**src/rtl/core/qbpl_pkg.sv**
```systemverilog
// Shared types and fixed widths for the quadratic Bezier polyline length block.
`default_nettype none

package qbpl_pkg;

    // Coordinate width of one control point field.
    localparam int COORD_W = 16;

    // Per-segment coordinate delta, sized for the largest segment count (128):
    // |2N(b-a) + (2i-1)(a-2b+c)| < 2^26, so 27 signed bits.
    localparam int DX_W = 27;

    // Sum of two squared deltas, held unsigned; below 2^53.
    localparam int SQ_W = 2 * DX_W;

    // Root of a squared chord, and one root pipeline stage per result bit.
    localparam int ROOT_W      = DX_W;
    localparam int ROOT_STAGES = SQ_W / 2;

    // Scaled chord sum: up to 128 roots of 27 bits.
    localparam int SUM_W = 34;

    // Result width.
    localparam int QUOT_W = 18;

    // Commands from the controller to the datapath.
    typedef struct packed {
        logic load;       // capture the control points, clear the sum
        logic step;       // issue one chord, advance the deltas
        logic div_load;   // form the quotient estimate by reciprocal multiply
        logic div_step;   // raise the estimate by one where the remainder allows
    } qbpl_cmd_t;

    // Status from the datapath to the controller.
    typedef struct packed {
        logic pipe_busy;  // chords still in the square and root pipeline
    } qbpl_status_t;

endpackage

`default_nettype wire

```
**src/rtl/core/qbpl_ctrl.sv**
```systemverilog
// Controller: sequences chord issue, pipeline drain, division and result strobe.
`default_nettype none

module qbpl_ctrl
#(
    parameter int SEGMENTS = 100
)
(
    input  wire logic                    clk,
    input  wire logic                    rst_n,
    input  wire logic                    start,
    output logic                         busy,
    output logic                         done,
    output qbpl_pkg::qbpl_cmd_t          cmd,
    input  wire qbpl_pkg::qbpl_status_t  status
);

    localparam int CNT_W = (SEGMENTS > 1) ? $clog2(SEGMENTS) : 1;

    typedef enum logic [4:0] {
        ST_IDLE   = 5'b00001,
        ST_RUN    = 5'b00010,
        ST_DRAIN  = 5'b00100,
        ST_DIV    = 5'b01000,
        ST_FINISH = 5'b10000
    } state_t;

    state_t           state_reg, state_next;
    logic [CNT_W-1:0] seg_cnt_reg, seg_cnt_next;

    always_comb
    begin
        state_next   = state_reg;
        seg_cnt_next = seg_cnt_reg;
        cmd          = '0;
        done         = 1'b0;
        unique case (state_reg)
            ST_IDLE:
            begin
                if (start)
                begin
                    cmd.load     = 1'b1;
                    seg_cnt_next = '0;
                    state_next   = ST_RUN;
                end
            end
            ST_RUN:
            begin
                cmd.step = 1'b1;
                if (seg_cnt_reg == CNT_W'(SEGMENTS - 1))
                begin
                    state_next = ST_DRAIN;
                end
                else
                begin
                    seg_cnt_next = seg_cnt_reg + 1'b1;
                end
            end
            ST_DRAIN:
            begin
                if (!status.pipe_busy)
                begin
                    cmd.div_load = 1'b1;
                    state_next   = ST_DIV;
                end
            end
            ST_DIV:
            begin
                cmd.div_step = 1'b1;
                state_next   = ST_FINISH;
            end
            ST_FINISH:
            begin
                done       = 1'b1;
                state_next = ST_IDLE;
            end
            default:
            begin
                state_next = ST_IDLE;
            end
        endcase
    end

    always_ff @(posedge clk or negedge rst_n)
    begin
        if (!rst_n)
        begin
            state_reg   <= ST_IDLE;
            seg_cnt_reg <= '0;
        end
        else
        begin
            state_reg   <= state_next;
            seg_cnt_reg <= seg_cnt_next;
        end
    end

    assign busy = (state_reg != ST_IDLE);

endmodule

`default_nettype wire

```
**config.mk**
```make
export PLATFORM = sky130hd
export DESIGN_NAME = qbpl_ctrl
export DESIGN_NICKNAME = d
export VERILOG_FILES = /design/src/rtl/core/qbpl_pkg.sv /design/src/rtl/core/qbpl_ctrl.sv
export SDC_FILE = /design/constraint.sdc
export NUM_CORES = 1
export LEC_CHECK = 0
export BUFFER_PORTS_ARGS = -buffer_cell sky130_fd_sc_hd__buf_2
export CAP_MARGIN = 20
export CORE_AREA = 3 3 40 42
export CTS_CLUSTER_SIZE = 12
export DETAILED_ROUTE_END_ITERATION = 8
export DIE_AREA = 0 0 43 45
export GPL_TIMING_DRIVEN = 0
export HOLD_SLACK_MARGIN = 0.05
export PLACE_DENSITY_LB_ADDON = 0.3
export SYNTH_ARGS = -nofsm -noshare
export SYNTH_HDL_FRONTEND = slang
export SYNTH_SLANG_ARGS = --single-unit
```
**constraint.sdc**
```tcl
create_clock -name clk -period 3.3 [get_ports clk]
set_input_delay 0.165 -clock clk [delete_from_list [all_inputs] [get_ports clk]]
set_output_delay 0.165 -clock clk [all_outputs]
set_load 0.01 [all_outputs]
```
==> Yosys cells after proc, flatten, opt, wreduce, memory -nomap -nowiden <==
Cells that the tools add are included.
{ "classes": {"mux": 14, "n_reduce_logical": 3, "addsub": 1, "eq_ne": 11} }
{ "op_table": {"columns": ["op", "n"], "rows": [
  ["5-bit one-hot mux with 4 select lines", 1],
  ["5-bit two-way mux", 3],
  ["7-bit two-way mux", 2],
  ["7-bit one-hot mux with 2 select lines", 1],
  ["2-bit != test, second input constant", 4],
  ["7-bit by 1-bit adder with 7-bit output, second input constant", 1],
  ["7-bit == test, second input constant", 1],
  ["1-bit two-way mux", 7],
  ["3-bit AND reduction", 2],
  ["5-bit by 1-bit == test with 1-bit output, second input constant", 1],
  ["5-bit by 2-bit == test with 1-bit output, second input constant", 1],
  ["5-bit by 3-bit == test with 1-bit output, second input constant", 1],
  ["5-bit by 4-bit == test with 1-bit output, second input constant", 1],
  ["5-bit == test, second input constant", 1],
  ["5-bit by 1-bit != test with 1-bit output, second input constant", 1],
  ["2-bit nonzero test", 1]
]} }
{ "totals": {"register_bits": 12, "output_inout_bits": 6, "inputBits": 4} }

==> Logic depth before layout (Yosys ltp) <==
{ "logic_depth": {"word_depth": 3, "mapped_depth": 5, "mapped_depth_nobuf": 5} }

==> Least setup slack after synthesis <==
OpenSTA, ideal clock, no wires.
{ "synth_timing": {"kind": "reg2out", "startpoint": "register state_reg[4]", "endpoint": "output busy", "path_stages_with_launch": 4, "path_slack_ns": 1.798, "path_buffers": 1, "arrival_ns": 1.337, "cell_sequence": "dfrtp_1 > or3_1 > buf_6 > or3b_1"} }
{ "synth_between": {"elab_chain_len": 1} }
{ "synth_rtl": {"columns": ["item", "line", "rtl"], "rows": [
  ["start: declaration", "qbpl_ctrl.sv:28", "state_t state_reg, state_next;"],
  ["start signal: assignment", "qbpl_ctrl.sv:93", "state_reg <= state_next;"],
  ["5-bit by 1-bit != test with 1-bit output", "qbpl_ctrl.sv:98", "assign busy = (state_reg != ST_IDLE);"],
  ["end: declaration", "qbpl_ctrl.sv:12", "output logic busy,"]
]} }
Every way passes these cells.

==> Worst setup path in the final report <==
Ends and elaborated chain as after synthesis.

==> run metrics <==
Sinks on Clock Net 12; Worst Hold Class input pin to register; Reg-to-Reg End seg_cnt_reg[5]; Cell Rows 13; Most used DFF post-synth dfrtp_1; global routing usage on met3 under 10%; Core Box Area approximately 1300 um2; setup TNS 0 ns; Routed WL roughly 1200 um; DR iter-0 viols 3; Inserted Diodes 0; initial antenna violation count 0; largest net degree at the start of global routing 13; DR vias around 570; Pre-Repair DR Iteration Count 4; synth unique cells 32; Synth area leaders dfrtp_1 (40%), o21ai_1 (5.8%), nor3b_1 (4.3%); Commonest cells post-synth dfrtp_1 (11), o21ai_1 (8), nand2_1 (5), nor3_1 (5); IO Pins 10; Power Total around 0.00048 W; cell with the most instances after synthesis dfrtp_1; hold_sp status; number of synthesized flops with an enable pin 0; H-Tree Depth 1; Final Setup Violations 0; Routed WL per cell 12.11 um; Req. time, crit path around 3.1 ns; crit path launch type register; Synth warnings 0; CTS resizes 0; status completed; Final Hold Viols 0; Final #Nets between 90 and 100; Mapped Nets a little under 80; crit path capture type output pin; via/cell ratio 5.653; area grow syn2layout 15.86%; MaxCap Viol Count 0; CP Cell Sequence or3_1 > buf_6 > or3b_1 > buf_2; peak supply drop a little under 0.3 mV; clk root buf clkbuf_4; relative slew slack around three quarters; Max stage delay on crit path about 0.43 ns; P_leak 0.3674 nW; DIE AREA 1935 um2; max reg flops 7; postcts setup bufs 0; Die Ht between 40 and 50 um; fmax roughly 0.52 GHz; largest fanout on the critical path 6; register area ~300 um2; GRT Util Overall 14.79%; Filler cells between 100 and 150; actual slew at the worst max-slew pin around 0.35 ns; Crit-path slowest cell dfrtp_1; Inserted Clock Buffers 3; Initial Util between 50% and 60%; Avg Inst Size Synth roughly 9.6 um2; Die X 43 um; RSZ-0062 raised after global routing no; DRC errors left 0; global-route wire length before repair around 2100 um; area leader, netlist dfrtp_1; Worst Hold End state_reg[3]; Hold Buf Count CTS 1; Critical Path AT about 1.8 ns; part of the cycle the worst path needs between 50% and 60%; RR Startpoint state_reg[4]; post-synthesis instance total just over 70; vias in the first global route about 460; layer with the highest usage met1; share of cells above drive strength 1 26.74%; met1 Track Usage GR 21.16%; Syn Std Cell Area 694.4 um2; setup slack, reg-to-reg 1.78 ns; GRT Residual Overflow 0; M2 GR Usage around a fifth; hpwl dp slightly below 900 um; Detail Route Antenna Nets 0; Async S/R FF share, synth 100.0%; CTS Buffer Depth 2; PwrDens between 500 and 600 nW/um2; worst setup path class register to output pin; RePlAce Congestion approximately 0.83; port bufs 9; clk slew on worst S/H paths roughly 0.08 ns; cell depth of the worst hold path 2; top cell type's share of synthesized area between 30% and 40%; Slew Viols, Final 0; min cycle time layout 1.914 ns; multi-input logic area between 300 and 400 um2; Worst Clk Skew 0.001542 ns; CTS tree done; flops & latches, synth 12; clk_lat worst skew ~0.27 ns; Worst Reg-to-Reg Cells 5; register area share after synthesis a little over two fifths
## power breakdown
part | switching, W | internal (W)
Clock | 0.0000503 | 0.0000671
Sequential | 0.0000253 | 0.000173
Combinational | 0.0000915 | 0.0000693
Total | 0.000167 | 0.000310
## per-stage QoR
stage               setup WS [ns]  hold WS (ns)  cell area [um2]  instances  util, %
global placement            1.685       0.05881            758.2         96    59.01
global route                1.323       0.05557            804.5        101    62.61
CTS                         1.378       0.05586            804.5        101    62.61
floorplan                   1.798       -0.1306            694.4         72        -
detailed placement          1.682       0.05934            758.2         96    59.01
finish                      1.386       0.06281            804.5        101    62.61
## worst max-delay path by stage
stage / from / endpoint / slack, ns
floorplan: state_reg[4] / busy / 1.80
global placement: state_reg[4] / busy / 1.69
detailed placement: state_reg[4] / busy / 1.68
CTS: state_reg[4] / busy / 1.38
global route: state_reg[4] / busy / 1.32
finish: state_reg[4] / busy / 1.39
## cells in the final DEF, fill, tap and decap left out, types with 3 or more instances in the layout
cell      count
a31oi_1       4
and3_1        3
buf_2        10
clkbuf_4      3
dfrtp_1      11
inv_1         3
nand2_1       5
nand2b_1      3
nor2_1        4
nor3_1        5
nor3b_1       4
o21ai_1       8
## per-layer routing
layer | part of all wire (%) | vias to the layer above
li1 | - | 293
met1 | 48 | 262
met2 | 43 | 14
met3 | 7.0 | 2
met4 | 0.98 | 0
met5 | 0 | -
## cell type report
class / count / area share, %
inverter: 3 / 1.400
multi-input combinational: 53 / 44.01
buffer: 4 / 3.421
sequential: 12 / 37.48
timing repair buffer: 10 / 6.843
tap: 15 / 2.333
clock buffer: 4 / 4.510
## worst max-delay path: cells and delay by family, from the launching register on
kind	cells	cell delay, ns
simple gates	2	0.76
flops	1	0.43
buf+inv	2	0.29
## cells by family (layout without fill, tap and decap cells)
group | count (synthesis) | count (layout) | synth area share (%)
AO/OA/AOI/OAI | 17 | 17 | 16.22
AND/OR/NAND/NOR | 34 | 34 | 31.53
buffers and inverters | 7 | 21 | 5.585
flip-flops | 12 | 12 | 43.42
adder cells (fa/ha/maj) | 1 | 1 | 1.802
multiplexers | 1 | 1 | 1.441
Power figures use the tool's default switching activity.
